<file path="src/rtl/crcft_pkg.sv">
package crcft_pkg;

    // Register indexes on the configuration port
    localparam int unsigned CFG_IDX_W = 1;
    localparam logic [CFG_IDX_W-1:0] CFG_CRC_POLY    = 1'b0;
    localparam logic [CFG_IDX_W-1:0] CFG_DEVICE_ADDR = 1'b1;

    localparam logic [7:0] CRC_POLY_RESET    = 8'h07;
    localparam logic [6:0] DEVICE_ADDR_RESET = 7'h08;

    localparam logic FUNC_RX = 1'b0;
    localparam logic FUNC_TX = 1'b1;

    typedef struct packed {
        logic       func;
        logic [7:0] data_byte;
        logic       start_flag;
    } t_in_item;

    typedef struct packed {
        logic [7:0] out_byte;
        logic       crc_ok;
        logic       is_crc;
        logic       last;
    } t_out_item;

    // MSB-first CRC-8 over one byte, x^8 term implied
    function automatic logic [7:0] crc8_byte(input logic [7:0] seed,
                                             input logic [7:0] data,
                                             input logic [7:0] poly);
        logic [7:0] c;
        logic       fb;
        c = seed;
        for (int i = 7; i >= 0; i--) begin
            fb = c[7] ^ data[i];
            c  = {c[6:0], 1'b0};
            if (fb) begin
                c = c ^ poly;
            end
        end
        return c;
    endfunction

endpackage

</file>
<file path="src/rtl/crcft_if.sv">
interface crcft_in_if;
    logic                valid;
    logic                ready;
    crcft_pkg::t_in_item payload;

    modport source (output valid, output payload, input ready);
    modport sink   (input valid, input payload, output ready);
endinterface

interface crcft_out_if;
    logic                 valid;
    logic                 ready;
    crcft_pkg::t_out_item payload;

    modport source (output valid, output payload, input ready);
    modport sink   (input valid, input payload, output ready);
endinterface

</file>
<file path="src/rtl/crc8_framed_register_transfer_unit.sv">
// CRC-8 byte framing for register transfers: in receive mode data/CRC byte pairs are
// checked and each pair yields one beat (data byte plus pass flag); in transmit mode a
// start item is echoed as one beat and each data byte yields two beats, the byte and
// its CRC. The first CRC of a transfer also covers the bus address prefix captured at
// the start item. One input beat is taken per cycle while the queue has room; the first
// result beat is registered and appears in the cycle after acceptance. The output port
// moves one beat per cycle while o_out.ready is high, and the two-entry output queue
// takes a new transmit data item only once it is empty or its one entry is leaving. CRCs
// of the read and write address bytes are kept precomputed from the current polynomial
// and address, so each item passes through one single-byte CRC stage.
module crc8_framed_register_transfer_unit (
    input  logic                           i_clk,
    input  logic                           i_rst_n,
    input  logic                           i_cfg_we,
    input  logic [crcft_pkg::CFG_IDX_W-1:0] i_cfg_idx,
    input  logic [7:0]                     i_cfg_data,
    crcft_in_if.sink                       i_in,
    crcft_out_if.source                    o_out
);
    import crcft_pkg::*;

    logic [7:0] r_poly,      n_poly;
    logic [6:0] r_addr,      n_addr;
    logic [7:0] r_wr_crc;
    logic [7:0] r_rd_crc;

    logic       r_expect_crc, n_expect_crc;
    logic       r_first_pair, n_first_pair;
    logic [7:0] r_held_data,  n_held_data;
    logic [7:0] r_seed_crc,   n_seed_crc;

    t_out_item  r_q0, n_q0;
    t_out_item  r_q1, n_q1;
    logic [1:0] r_cnt, n_cnt;

    logic       accept;
    logic       pop;
    logic [1:0] cnt_pop;
    t_out_item  q0_pop;
    t_out_item  res0, res1;
    logic [1:0] nres;
    logic [7:0] crc_seed, crc_data, crc_val;
    logic [7:0] base_crc;

    // Configuration
    always_comb begin
        n_poly = r_poly;
        n_addr = r_addr;
        if (i_cfg_we) begin
            unique case (i_cfg_idx)
                CFG_CRC_POLY:    n_poly = i_cfg_data;
                CFG_DEVICE_ADDR: n_addr = i_cfg_data[6:0];
                default: ;
            endcase
        end
    end

    // Output queue handshake
    assign pop         = (r_cnt != 2'd0) && o_out.ready;
    assign i_in.ready  = (r_cnt == 2'd0) || ((r_cnt == 2'd1) && o_out.ready);
    assign accept      = i_in.valid && i_in.ready;
    assign o_out.valid = (r_cnt != 2'd0);
    assign o_out.payload = r_q0;

    // One shared CRC stage
    assign base_crc = r_first_pair ? r_seed_crc : 8'h00;
    assign crc_seed = (i_in.payload.func == FUNC_TX && i_in.payload.start_flag)
                      ? r_wr_crc : base_crc;
    assign crc_data = (i_in.payload.func == FUNC_TX) ? i_in.payload.data_byte : r_held_data;
    assign crc_val  = crc8_byte(crc_seed, crc_data, r_poly);

    always_comb begin
        n_expect_crc = r_expect_crc;
        n_first_pair = r_first_pair;
        n_held_data  = r_held_data;
        n_seed_crc   = r_seed_crc;
        res0         = '{out_byte: i_in.payload.data_byte, crc_ok: 1'b1,
                         is_crc: 1'b0, last: 1'b1};
        res1         = '{out_byte: crc_val, crc_ok: 1'b1, is_crc: 1'b1, last: 1'b1};
        nres         = 2'd0;
        if (accept) begin
            if (i_in.payload.func == FUNC_RX) begin
                if (i_in.payload.start_flag) begin
                    n_seed_crc   = r_rd_crc;
                    n_first_pair = 1'b1;
                    n_held_data  = i_in.payload.data_byte;
                    n_expect_crc = 1'b1;
                end else if (!r_expect_crc) begin
                    n_held_data  = i_in.payload.data_byte;
                    n_expect_crc = 1'b1;
                end else begin
                    res0 = '{out_byte: r_held_data,
                             crc_ok: (crc_val == i_in.payload.data_byte),
                             is_crc: 1'b0, last: 1'b1};
                    nres         = 2'd1;
                    n_first_pair = 1'b0;
                    n_expect_crc = 1'b0;
                end
            end else begin
                n_expect_crc = 1'b0;
                if (i_in.payload.start_flag) begin
                    n_seed_crc   = crc_val;
                    n_first_pair = 1'b1;
                    nres         = 2'd1;
                end else begin
                    res0.last    = 1'b0;
                    nres         = 2'd2;
                    n_first_pair = 1'b0;
                end
            end
        end
    end

    // Queue update: drain head first, then append this item's beats
    always_comb begin
        cnt_pop = r_cnt - {1'b0, pop};
        q0_pop  = pop ? r_q1 : r_q0;
        n_q0    = q0_pop;
        n_q1    = r_q1;
        if (nres != 2'd0) begin
            if (cnt_pop == 2'd0) begin
                n_q0 = res0;
            end else begin
                n_q1 = res0;
            end
        end
        if (nres == 2'd2) begin
            n_q1 = res1;
        end
        n_cnt = cnt_pop + nres;
    end

    always_ff @(posedge i_clk) begin
        if (!i_rst_n) begin
            r_poly       <= CRC_POLY_RESET;
            r_addr       <= DEVICE_ADDR_RESET;
            r_wr_crc     <= crc8_byte(8'h00, {DEVICE_ADDR_RESET, 1'b0}, CRC_POLY_RESET);
            r_rd_crc     <= crc8_byte(8'h00, {DEVICE_ADDR_RESET, 1'b1}, CRC_POLY_RESET);
            r_expect_crc <= 1'b0;
            r_first_pair <= 1'b1;
            r_held_data  <= 8'h00;
            r_seed_crc   <= 8'h00;
            r_cnt        <= 2'd0;
        end else begin
            r_poly       <= n_poly;
            r_addr       <= n_addr;
            r_wr_crc     <= crc8_byte(8'h00, {n_addr, 1'b0}, n_poly);
            r_rd_crc     <= crc8_byte(8'h00, {n_addr, 1'b1}, n_poly);
            r_expect_crc <= n_expect_crc;
            r_first_pair <= n_first_pair;
            r_held_data  <= n_held_data;
            r_seed_crc   <= n_seed_crc;
            r_cnt        <= n_cnt;
        end
    end

    always_ff @(posedge i_clk) begin
        r_q0 <= n_q0;
        r_q1 <= n_q1;
    end

    a_cnt_range: assert property (@(posedge i_clk) disable iff (!i_rst_n)
        r_cnt != 2'd3)
        else $error("output queue overfilled");

    a_tx_pair: assert property (@(posedge i_clk) disable iff (!i_rst_n)
        (accept && i_in.payload.func == FUNC_TX && !i_in.payload.start_flag)
        |=> (r_cnt == 2'd2) && !r_q0.is_crc && !r_q0.last && r_q1.is_crc && r_q1.last)
        else $error("transmit data beat not followed by its CRC beat");

    a_rx_check_clears: assert property (@(posedge i_clk) disable iff (!i_rst_n)
        (accept && i_in.payload.func == FUNC_RX && !i_in.payload.start_flag
         && r_expect_crc) |=> !r_expect_crc && !r_first_pair)
        else $error("receive pair did not close");

    a_crc_beat_last: assert property (@(posedge i_clk) disable iff (!i_rst_n)
        (o_out.valid && o_out.payload.is_crc) |-> o_out.payload.last)
        else $error("CRC beat not marked last");

endmodule

</file>
<file path="src/flat_wrapper.sv">
// flat-port wrapper written by rule: the top's interface ports become plain ports
module crc8_framed_register_transfer_unit_flat import crcft_pkg::*;
  (i_clk, i_rst_n, i_cfg_we, i_cfg_idx, i_cfg_data, i_in_valid, i_in_payload, i_in_ready, o_out_valid, o_out_payload, o_out_ready);
  crcft_in_if i_in_i ();
  crcft_out_if o_out_i ();
  input  logic i_clk;
  input  logic i_rst_n;
  input  logic i_cfg_we;
  input  logic [crcft_pkg::CFG_IDX_W-1:0] i_cfg_idx;
  input  logic [7:0] i_cfg_data;
  input wire logic [$bits(i_in_i.valid)-1:0] i_in_valid;
  input wire logic [$bits(i_in_i.payload)-1:0] i_in_payload;
  output wire logic [$bits(i_in_i.ready)-1:0] i_in_ready;
  output wire logic [$bits(o_out_i.valid)-1:0] o_out_valid;
  output wire logic [$bits(o_out_i.payload)-1:0] o_out_payload;
  input wire logic [$bits(o_out_i.ready)-1:0] o_out_ready;
  assign i_in_i.valid = i_in_valid;
  assign i_in_i.payload = i_in_payload;
  assign i_in_ready = i_in_i.ready;
  assign o_out_valid = o_out_i.valid;
  assign o_out_payload = o_out_i.payload;
  assign o_out_i.ready = o_out_ready;
  crc8_framed_register_transfer_unit u_core (.i_clk(i_clk), .i_rst_n(i_rst_n), .i_cfg_we(i_cfg_we), .i_cfg_idx(i_cfg_idx), .i_cfg_data(i_cfg_data), .i_in(i_in_i), .o_out(o_out_i));
endmodule
</file>
<file path="config.mk">
export PLATFORM = sky130hd
export DESIGN_NAME = crc8_framed_register_transfer_unit_flat
export DESIGN_NICKNAME = d
export VERILOG_FILES = /design/src/rtl/crcft_pkg.sv /design/src/rtl/crcft_if.sv /design/src/rtl/crc8_framed_register_transfer_unit.sv /design/src/flat_wrapper.sv
export SDC_FILE = /design/constraint.sdc
export NUM_CORES = 1
export LEC_CHECK = 0
export ABC_AREA = 1
export ABC_CLOCK_PERIOD_IN_PS = 4900
export BUFFER_PORTS_ARGS = -buffer_cell sky130_fd_sc_hd__buf_2
export CORE_AREA = 2 2 129 131
export CTS_CLUSTER_DIAMETER = 150
export CTS_CLUSTER_SIZE = 25
export DETAILED_ROUTE_END_ITERATION = 10
export DIE_AREA = 0 0 131 133
export GPL_ROUTABILITY_DRIVEN = 0
export HOLD_SLACK_MARGIN = 0.03
export SETUP_SLACK_MARGIN = 0.4
export SYNTH_ARGS = -nofsm -noshare
export SYNTH_HDL_FRONTEND = slang
export SYNTH_SLANG_ARGS = --single-unit
</file>
<file path="constraint.sdc">
create_clock -name i_clk -period 4.9 [get_ports i_clk]
set_clock_uncertainty 0.2 [all_clocks]
set_input_delay 1.225 -clock i_clk [delete_from_list [all_inputs] [get_ports i_clk]]
set_output_delay 1.225 -clock i_clk [all_outputs]
set_load 0.1 [all_outputs]
</file>
# After elaboration in Yosys (flattened, before gate mapping)

Cells that the tools add are included.

Bits in registers: 73
Latch bits: 0
RAM bits: 0
ROM bits: 0
Input port bits: 24
Output and inout bits: 13
Word-level logic and storage cells: 132
Memories: 0

Add/sub/neg operators: 2
Multiply operators: 0
Div/mod/pow operators: 0
Magnitude comparators: 0
Equality and inequality tests: 5
Shift operators: 0
Mux-type cells: 59
Bitwise operators: 31
Reductions and logical operators: 17

Operators with widths:

| cell                 | number |
|---|---|
| $mux W8              | 34 |
| $xor A8 B8 Y8        | 15 |
| $mux W11             | 9 |
| $mux W7              | 2 |
| $xor A1 B1 Y1        | 14 |
| $mux W10             | 1 |
| $reduce_and A2 Y1    | 5 |
| $mux W1              | 9 |
| $eq A8 B8 Y1         | 1 |
| $mux W2              | 4 |
| $reduce_bool A2 Y1   | 3 |
| $logic_and A1 B1 Y1  | 4 |
| $logic_not A2 Y1     | 2 |
| $ne A2 B2 Y1 const B | 2 |
| $reduce_and A3 Y1    | 1 |
| $reduce_bool A3 Y1   | 1 |
| $add A2 B2 Y2        | 1 |
| $eq A2 B1 Y1 const B | 1 |
| $eq A2 B2 Y1 const B | 1 |
| $not A1 Y1           | 2 |
| $sub A2 B1 Y2        | 1 |
| $logic_or A1 B1 Y1   | 1 |

# Depth between registers and ports, before layout

Gate-level depths: netlist of the first run.

Depth in word-level cells: 26
Mapped depth: 42
Gate-level depth less buffers: 40

# Worst setup path before layout of the first run

No wires, ideal clock.

Path kind: input port to flip-flop
From: in o_out_ready
To: reg u_core.r_q1[7] (netlist name), data pin
Library setup time: 274 ps
Data arrival time: 4,211 ps
Slack: 215 ps
Cell stages on the path: 8
Path buffers: 1
Cell sequence: inv_1 a21oi_1 nand2_1 nor3_1 inv_1 clkbuf_1 o21ai_0 o22ai_1

RTL lines:

| item                 | RTL line                                  | source |
|---|---|---|
| from (decl)          | flat_wrapper.sv:16                        | `input wire logic [$bits(o_out_i.ready)-1:0] o_out_ready;` |
| to (signal assigned) | crc8_framed_register_transfer_unit.sv:159 | `r_q1 <= n_q1;` |
| to (decl)            | crc8_framed_register_transfer_unit.sv:33  | `t_out_item r_q1, n_q1;` |

# Final worst setup path of the first run

From: in i_in_payload[9]
To: reg u_core.r_q1[2] (netlist name)

Cells in the longest elaborated chain, start to end: 23
Elaborated cells on any way between the ends: 37
Classes of those cells: 2 x eq/ne; 16 x mux; 16 x bitwise; 3 x reduce/logical

RTL lines:

| item                                           | RTL line                                 | source |
|---|---|---|
| from (decl)                                    | flat_wrapper.sv:12                       | `input wire logic [$bits(i_in_i.payload)-1:0] i_in_payload;` |
| $logic_and A1 B1 Y1                            | crc8_framed_register_transfer_unit.sv:67 | `assign crc_seed = (i_in.payload.func == FUNC_TX && i_in.payload.start_flag)` |
| $mux W8                                        | crc8_framed_register_transfer_unit.sv:68 | `? r_wr_crc : base_crc;` |
| $xor A8 B8 Y8 or $xor A1 B1 Y1 (tied branches) | crcft_pkg.sv:38, crcft_pkg.sv:35         |  |
| $mux W8                                        | crcft_pkg.sv:37                          | `if (fb) begin` |
| $xor A8 B8 Y8 or $xor A1 B1 Y1 (tied branches) | crcft_pkg.sv:38, crcft_pkg.sv:35         |  |
| $mux W8                                        | crcft_pkg.sv:37                          |  |
| $xor A8 B8 Y8 or $xor A1 B1 Y1 (tied branches) | crcft_pkg.sv:38, crcft_pkg.sv:35         |  |
| $mux W8                                        | crcft_pkg.sv:37                          |  |
| (+7 left out)                                  | --                                       |  |
| $mux W8                                        | crcft_pkg.sv:37                          |  |
| $xor A1 B1 Y1 or $xor A8 B8 Y8 (tied branches) | crcft_pkg.sv:35, crcft_pkg.sv:38         |  |
| $mux W8                                        | crcft_pkg.sv:37                          |  |
| $eq A8 B8 Y1                                   | crc8_framed_register_transfer_unit.sv:93 | `crc_ok: (crc_val == i_in.payload.data_byte),` |
| $mux W11                                       | crc8_framed_register_transfer_unit.sv:88 | `end else if (!r_expect_crc) begin` |
| $mux W11                                       | crc8_framed_register_transfer_unit.sv:83 | `if (i_in.payload.start_flag) begin` |
| $mux W10                                       | crc8_framed_register_transfer_unit.sv:82 | `if (i_in.payload.func == FUNC_RX) begin` |
| $mux W11                                       | crc8_framed_register_transfer_unit.sv:81 | `if (accept) begin` |

Several ways; a longest one is shown, not always the timed one.
A chain may end at the register's enable or synchronous reset.

==> results of run 1 <==
[worst paths after layout]
path	from	end	slack (ps)	depth (start not counted)
worst min register to register	u_core.r_q1[0]	u_core.r_q1[0]	250	2
worst max register to register	u_core.r_poly[5]	u_core.r_rd_crc[3]	850	21
worst max-delay path	i_in_payload[9]	u_core.r_q1[2]	460	38
worst min-delay path	u_core.r_q1[0]	u_core.r_q1[0]	250	2
[report_power, final]
part	switching (uW)	leakage, uW	internal, uW
sequential	79.4	0.000615	780
clock	283	0.000139	352
combinational	1960	0.00291	1030
[metal layers]
metal | global-route usage (%) | up-vias | routed length [um]
met1 | 23.87 | 2685 | 7486
li1 | - | 3045 | -
met3 | 2.548 | 23 | 585
met5 | 0 | - | 0
met4 | 5.260 | 0 | 321
met2 | 30.48 | 128 | 8005
[Yosys cell counts, types with 9 or more instances]
master and count:
nand2_1 322, inv_1 97, nor2_1 81, nand3_1 66, dfxtp_1 65, o21ai_0 44, xor2_1 44, a21oi_1 28
xnor2_1 17, clkbuf_1 14, nand2_2 14, o211ai_1 14, o22ai_1 9
[kinds of logic after synthesis]
| kind of cell | Yosys count |
|---|---|
| AO/OA/AOI/OAI | 117 |
| XOR/XNOR | 66 |
| adder cells (fa/ha/maj) | 2 |
| buffers and inverters | 136 |
| flip-flops | 73 |
| multiplexers | 4 |
| AND/OR/NAND/NOR | 515 |
[final cells by class]
class | count | area (sq um) | area share, %
multi-input cells | 706 | 4334 | 56.56
flip-flops and latches | 73 | 1541 | 20.12
repair buffers | 100 | 777.0 | 10.14
inverters | 108 | 449.2 | 5.862
well taps | 220 | 275.3 | 3.592
clock buffers | 9 | 225.2 | 2.939
clock inverters | 7 | 60.06 | 0.7838
[registers in the layout, summed over array words and instances, names as in the netlist]
name and flops:
u_core.o_out.payload 11, u_core.r_expect_crc 1, u_core.r_seed_crc 8, u_core.r_held_data 8
u_core.r_wr_crc 8, u_core.r_cnt 2, u_core.r_rd_crc 8, u_core.r_q1 11
u_core.r_addr 7, u_core.r_poly 8, u_core.r_first_pair 1
[through the flow]
step	total power [uW]	instances	area (sq um)	TNS, ps	setup WS (ps)
2_1_floorplan	2784	913	5732	0	377.1
3_3_place_gp	3314	1187	6412	0	16.67
3_5_place_dp	3338	1187	6412	-6.125	-6.125
4_1_cts	3999	1205	6718	0	401.9
5_1_grt	4817	1223	7662	0	192.6
6_report	4483	1223	7662	0	464.7
[worst max-delay path, delay by kind of cell]
family        cells  cell delay, ps
simple gates     33            2760
buf+inv           5             490
[timing repair]
item | in CTS | in global routing
setup buffers | 2 | 15
gates resized for setup | 1 | 237
hold buffers | 0 | 0
gates cloned | 0 | 3
pin swaps | 1 | 103
endpoints found under the setup margin | 5 | 34
==> results.cfg, run 1 <==
[cts]
cts_tree = built
cts-buffers-inserted = 9
clk_latency_ps = 340
cts_max_path_buffers = 2
h-tree-depth = 3
clk_pin_slew_ps = 70
root_buffer = clkbuf_16
clock_sinks = 73

[finish]
syn2layout_area_growth_pct = 35.58
layout-drive-gt1-share_pct = 31.80
fin_nets = 1024
num_antenna_cells = 0
layout_commonest_cell = nand2_1
post-route-util_pct = 47.38
final_cell_mix = 245 x nand2_1, 80 x inv_1, 65 x nand2_2, 65 x dfxtp_1, 64 x nor2_1
fillers = 1606

[job]
drv_cap = 0

[run_status]
status = finished, final reports clean

[sta]
maxSlewHeadroom_pct = 33.30
fin_crit_ps = 4435
min_period_over_period_pct = 90.52
slew_viol_final = 0
hold_viol = 0
rsz0062_at_grt = yes
fmax_mhz = 225.5
worst_pin_slew_ps = 996.9
whs_ps = 251.3
setup_viol = 0

[worst_setup_path]
required_ps = 4990
worstPathArrival_ps = 4530
timing.critical_path.mode_cell = nand2_4
cp-end-kind = flip-flop
crit_type = input pin to flip-flop
crit_fanout = 8
slowest_delay_ps = 140
slowest_stage = buf_12
crit_path_start_kind = input pin

[synth]
synth_top_family_by_area = simple AND/OR/NAND/NOR gates
synthSimpleGateAreaFrac_pct = 38.72
yosys_warnings = 0
synth_compound_area_share_pct = 12.04
synth_top_area_share_pct = 23.02
netlist_top_cells_area = dfxtp_1 23%, nand2_1 21%, xor2_1 6.8%
synth_area_sq_um = 5652
syn_nets = 939
synth_xor_area_share_pct = 11.09
synth_top_cell_by_area = dfxtp_1
syn_inst = 913
yosysSeqAreaShare_pct = 27.27
synth-seq-cells = 73
avgSynthCellArea_sq_um = 6.190
async_flop_share_pct = 0
synthAdderAreaFrac_pct = 0.4428
yosysUniqueCellTypes = 41
synthMuxAreaShare_pct = 0.7084
synth_edf_count = 8
synth_flop_cell = dfxtp_1

[global_routing]
grt.overflow.total = 0
grt_pass1_wl_mm = 25.10
grt_pass1_vias = 5208
grt_use_total_pct = 18.09
grt_start_max_net_pins = 22
antenna_found_initial = 0

[routing]
drc = 0
first_iter_violations = 339
drt_first_pass_iters = 5
viasPerCell = 4.809
drt-total-wl_mm = 16.40
routed-via-count = 5881
post_drt_wl_per_cell_um = 13.41
antenna_left = 0

[floorplan]
start_util_pct = 34.95
row_count = 47
fp.coreArea_sq_um = 16170
io_pins = 37
die_w_um = 131
die_h_um = 133
die-area_sq_um = 17420

[pwr]
peakVddDrop_mv = 0.3169
cellPowerDensity_nw_per_um2 = 585.1
power_leakage_uw = 0.003660

[placed_design]
hpwlAfterDp_mm = 11.98
io_buffer_count = 36

[hold_path]
hold_path.class = flip-flop to flip-flop
(Power assumes the default switching activity.)
==> run 2, diff against run 1 <==
--- a/config.mk
+++ b/config.mk
@@ -15,6 +15,7 @@
 export DIE_AREA = 0 0 131 133
 export GPL_ROUTABILITY_DRIVEN = 0
 export HOLD_SLACK_MARGIN = 0.03
+export REMOVE_ABC_BUFFERS = 1
 export SETUP_SLACK_MARGIN = 0.4
 export SYNTH_ARGS = -nofsm -noshare
 export SYNTH_HDL_FRONTEND = slang
==> results.cfg, run 2 (same netlist as run 1, synthesis figures left out) <==
[run_status]
status = finished, final reports clean

[worst_setup_path]
crit_type = input pin to flip-flop
crit_buf_inv = 4
timing.critical_path.mode_cell = nand2_4
crit_fanout = 7
cp-startpoint = i_in_payload[9]
slowest_stage = nand3_1
required_ps = 4950
crit_path_start_kind = input pin
timing.rr.start = u_core.r_poly[7]
r2r_slack_ps = 740
crit_family = simple AND/OR/NAND/NOR gates
cp-end-kind = flip-flop
crit_end = u_core.o_out.payload[2]
worstPathArrival_ps = 4500
r2r_cells = 24
rr_endpoint = u_core.r_wr_crc[6]
cp_num_cells = 35
slowest_delay_ps = 160

[global_routing]
grt_pass1_wl_mm = 25.67
grt_start_max_net_pins = 22
grt.overflow.total = 0
grt_use_total_pct = 18.44
antenna_found_initial = 0
grt_pass1_vias = 5245

[hold_path]
hold_path.class = flip-flop to flip-flop

[pwr]
cellPowerDensity_nw_per_um2 = 579.2
peakVddDrop_mv = 0.3196
power_leakage_uw = 0.003642
p_total_uw = 4308

[finish]
regArea_sq_um = 1541
fillers = 1640
layout_commonest_cell = nand2_1
final_cell_mix = 271 x nand2_1, 86 x inv_1, 67 x nor2_1
layout-drive-gt1-share_pct = 27.47
syn2layout_area_growth_pct = 31.59
multiInputGateArea_sq_um = 4086
post-route-util_pct = 45.99
fin_nets = 1033
num_antenna_cells = 0

[routing]
first_iter_violations = 308
drc = 0
antenna_left = 0
routed-via-count = 5868
viasPerCell = 4.763
post_drt_wl_per_cell_um = 13.29
drt_first_pass_iters = 5
drt-total-wl_mm = 16.37

[sta]
maxSlewHeadroom_pct = 38.59
min_period_over_period_pct = 90.87
fin_crit_ps = 4453
setup_viol = 0
rsz0062_at_grt = yes
hold_viol = 0
whs_ps = 243.3
fmax_mhz = 224.6
worst_pin_slew_ps = 920.1
slew_viol_final = 0

[floorplan]
die-area_sq_um = 17420
die_w_um = 131
start_util_pct = 34.95
io_pins = 37
row_count = 47
die_h_um = 133
fp.coreArea_sq_um = 16170

[cts]
cts_tree = built
cts-buffers-inserted = 9
cts_max_path_buffers = 2
h-tree-depth = 3
clock_sinks = 73
root_buffer = clkbuf_16
clk_pin_slew_ps = 70
clk_latency_ps = 340

[placed_design]
hpwlAfterDp_mm = 12.07
io_buffer_count = 36

[job]
drv_cap = 0
## run 2: cell types whose count changed in the layout (fill, tap and decap cells not counted), moves of 3 or more
cell	before	now
inv_2	17	14
nor2_1	64	67
nand2_4	26	17
nand3_1	45	49
nand2_1	245	271
inv_1	80	86
nand2_2	65	46
xor2_1	38	42
nand3_4	8	4
buf_4	48	58
## run 2: how the worst min path moves through the flow
stage,from,endpoint,cells past startpoint
finish,u_core.r_q1[0],u_core.r_q1[0],2
global route,u_core.r_q1[0],u_core.r_q1[0],2
CTS,u_core.r_q1[0],u_core.r_q1[0],2
detailed placement,u_core.r_q1[0],u_core.r_q1[0],2
global placement,u_core.r_q1[0],u_core.r_q1[0],2
floorplan,u_core.r_q1[0],u_core.r_q1[0],2
## run 2: layer usage
layer	up-vias	global-route usage, %	routed length (um)
li1	3064	-	-
met1	2676	24.07	7402
met2	102	30.92	8151
met3	26	2.264	475
met4	0	6.797	342
met5	-	0	0
## run 2: cell type report
class                           instances  share of cell area [%]
Multi-Input combinational cell        706                   54.95
Inverter                              108                   5.619
Timing Repair Buffer                  109                   11.19
Sequential cell                        73                   20.73
Clock buffer                            9                   3.028
Tap cell                              220                   3.701
Clock inverter                          7                  0.7907
## run 2: repair_timing
item                                    in CTS  in global routing
buffers inserted                             4                 19
hold buffers                                 0                  0
pin swaps                                    5                 78
resized for setup                           12                161
endpoints found under the setup margin      22                 34
gates cloned                                 1                  2
## run 2: worst register-to-register path: stages (launching register included)
cell	delay [ps]
dfxtp_1	290
buf_4	200
inv_1	350
nand2_2	130
o21ai_4	130
inv_2	70
nand3_2	70
nand2_2	70
o211ai_1	210
nand2_2	140
buf_4	170
nor2_2	90
xor2_1	190
xor2_1	200
xor2_1	310
xor2_2	170
xnor2_4	330
inv_4	100
nand3_2	90
nand2_2	80
inv_4	110
nor2_8	60
inv_4	110
nor2_1	40
a21oi_1	160
## run 2: report_power, final
part	total, uW	internal, uW	switching (uW)
registers	855	780	75.0
clock network	641	352	289
logic	2810	962	1850
total	4310	2090	2210
## run 2: per-stage QoR
stage	instance area, sq um	setup TNS [ps]	std cells	setup WS, ps
after floorplan	5510	-24.21	885	-12.10
after global placement	6334	-26.21	1190	-22.14
after detailed placement	6334	-522.3	1190	-127.8
after CTS	6706	0	1211	397.3
after global routing	7437	0	1232	206.3
final	7437	0	1232	447.2
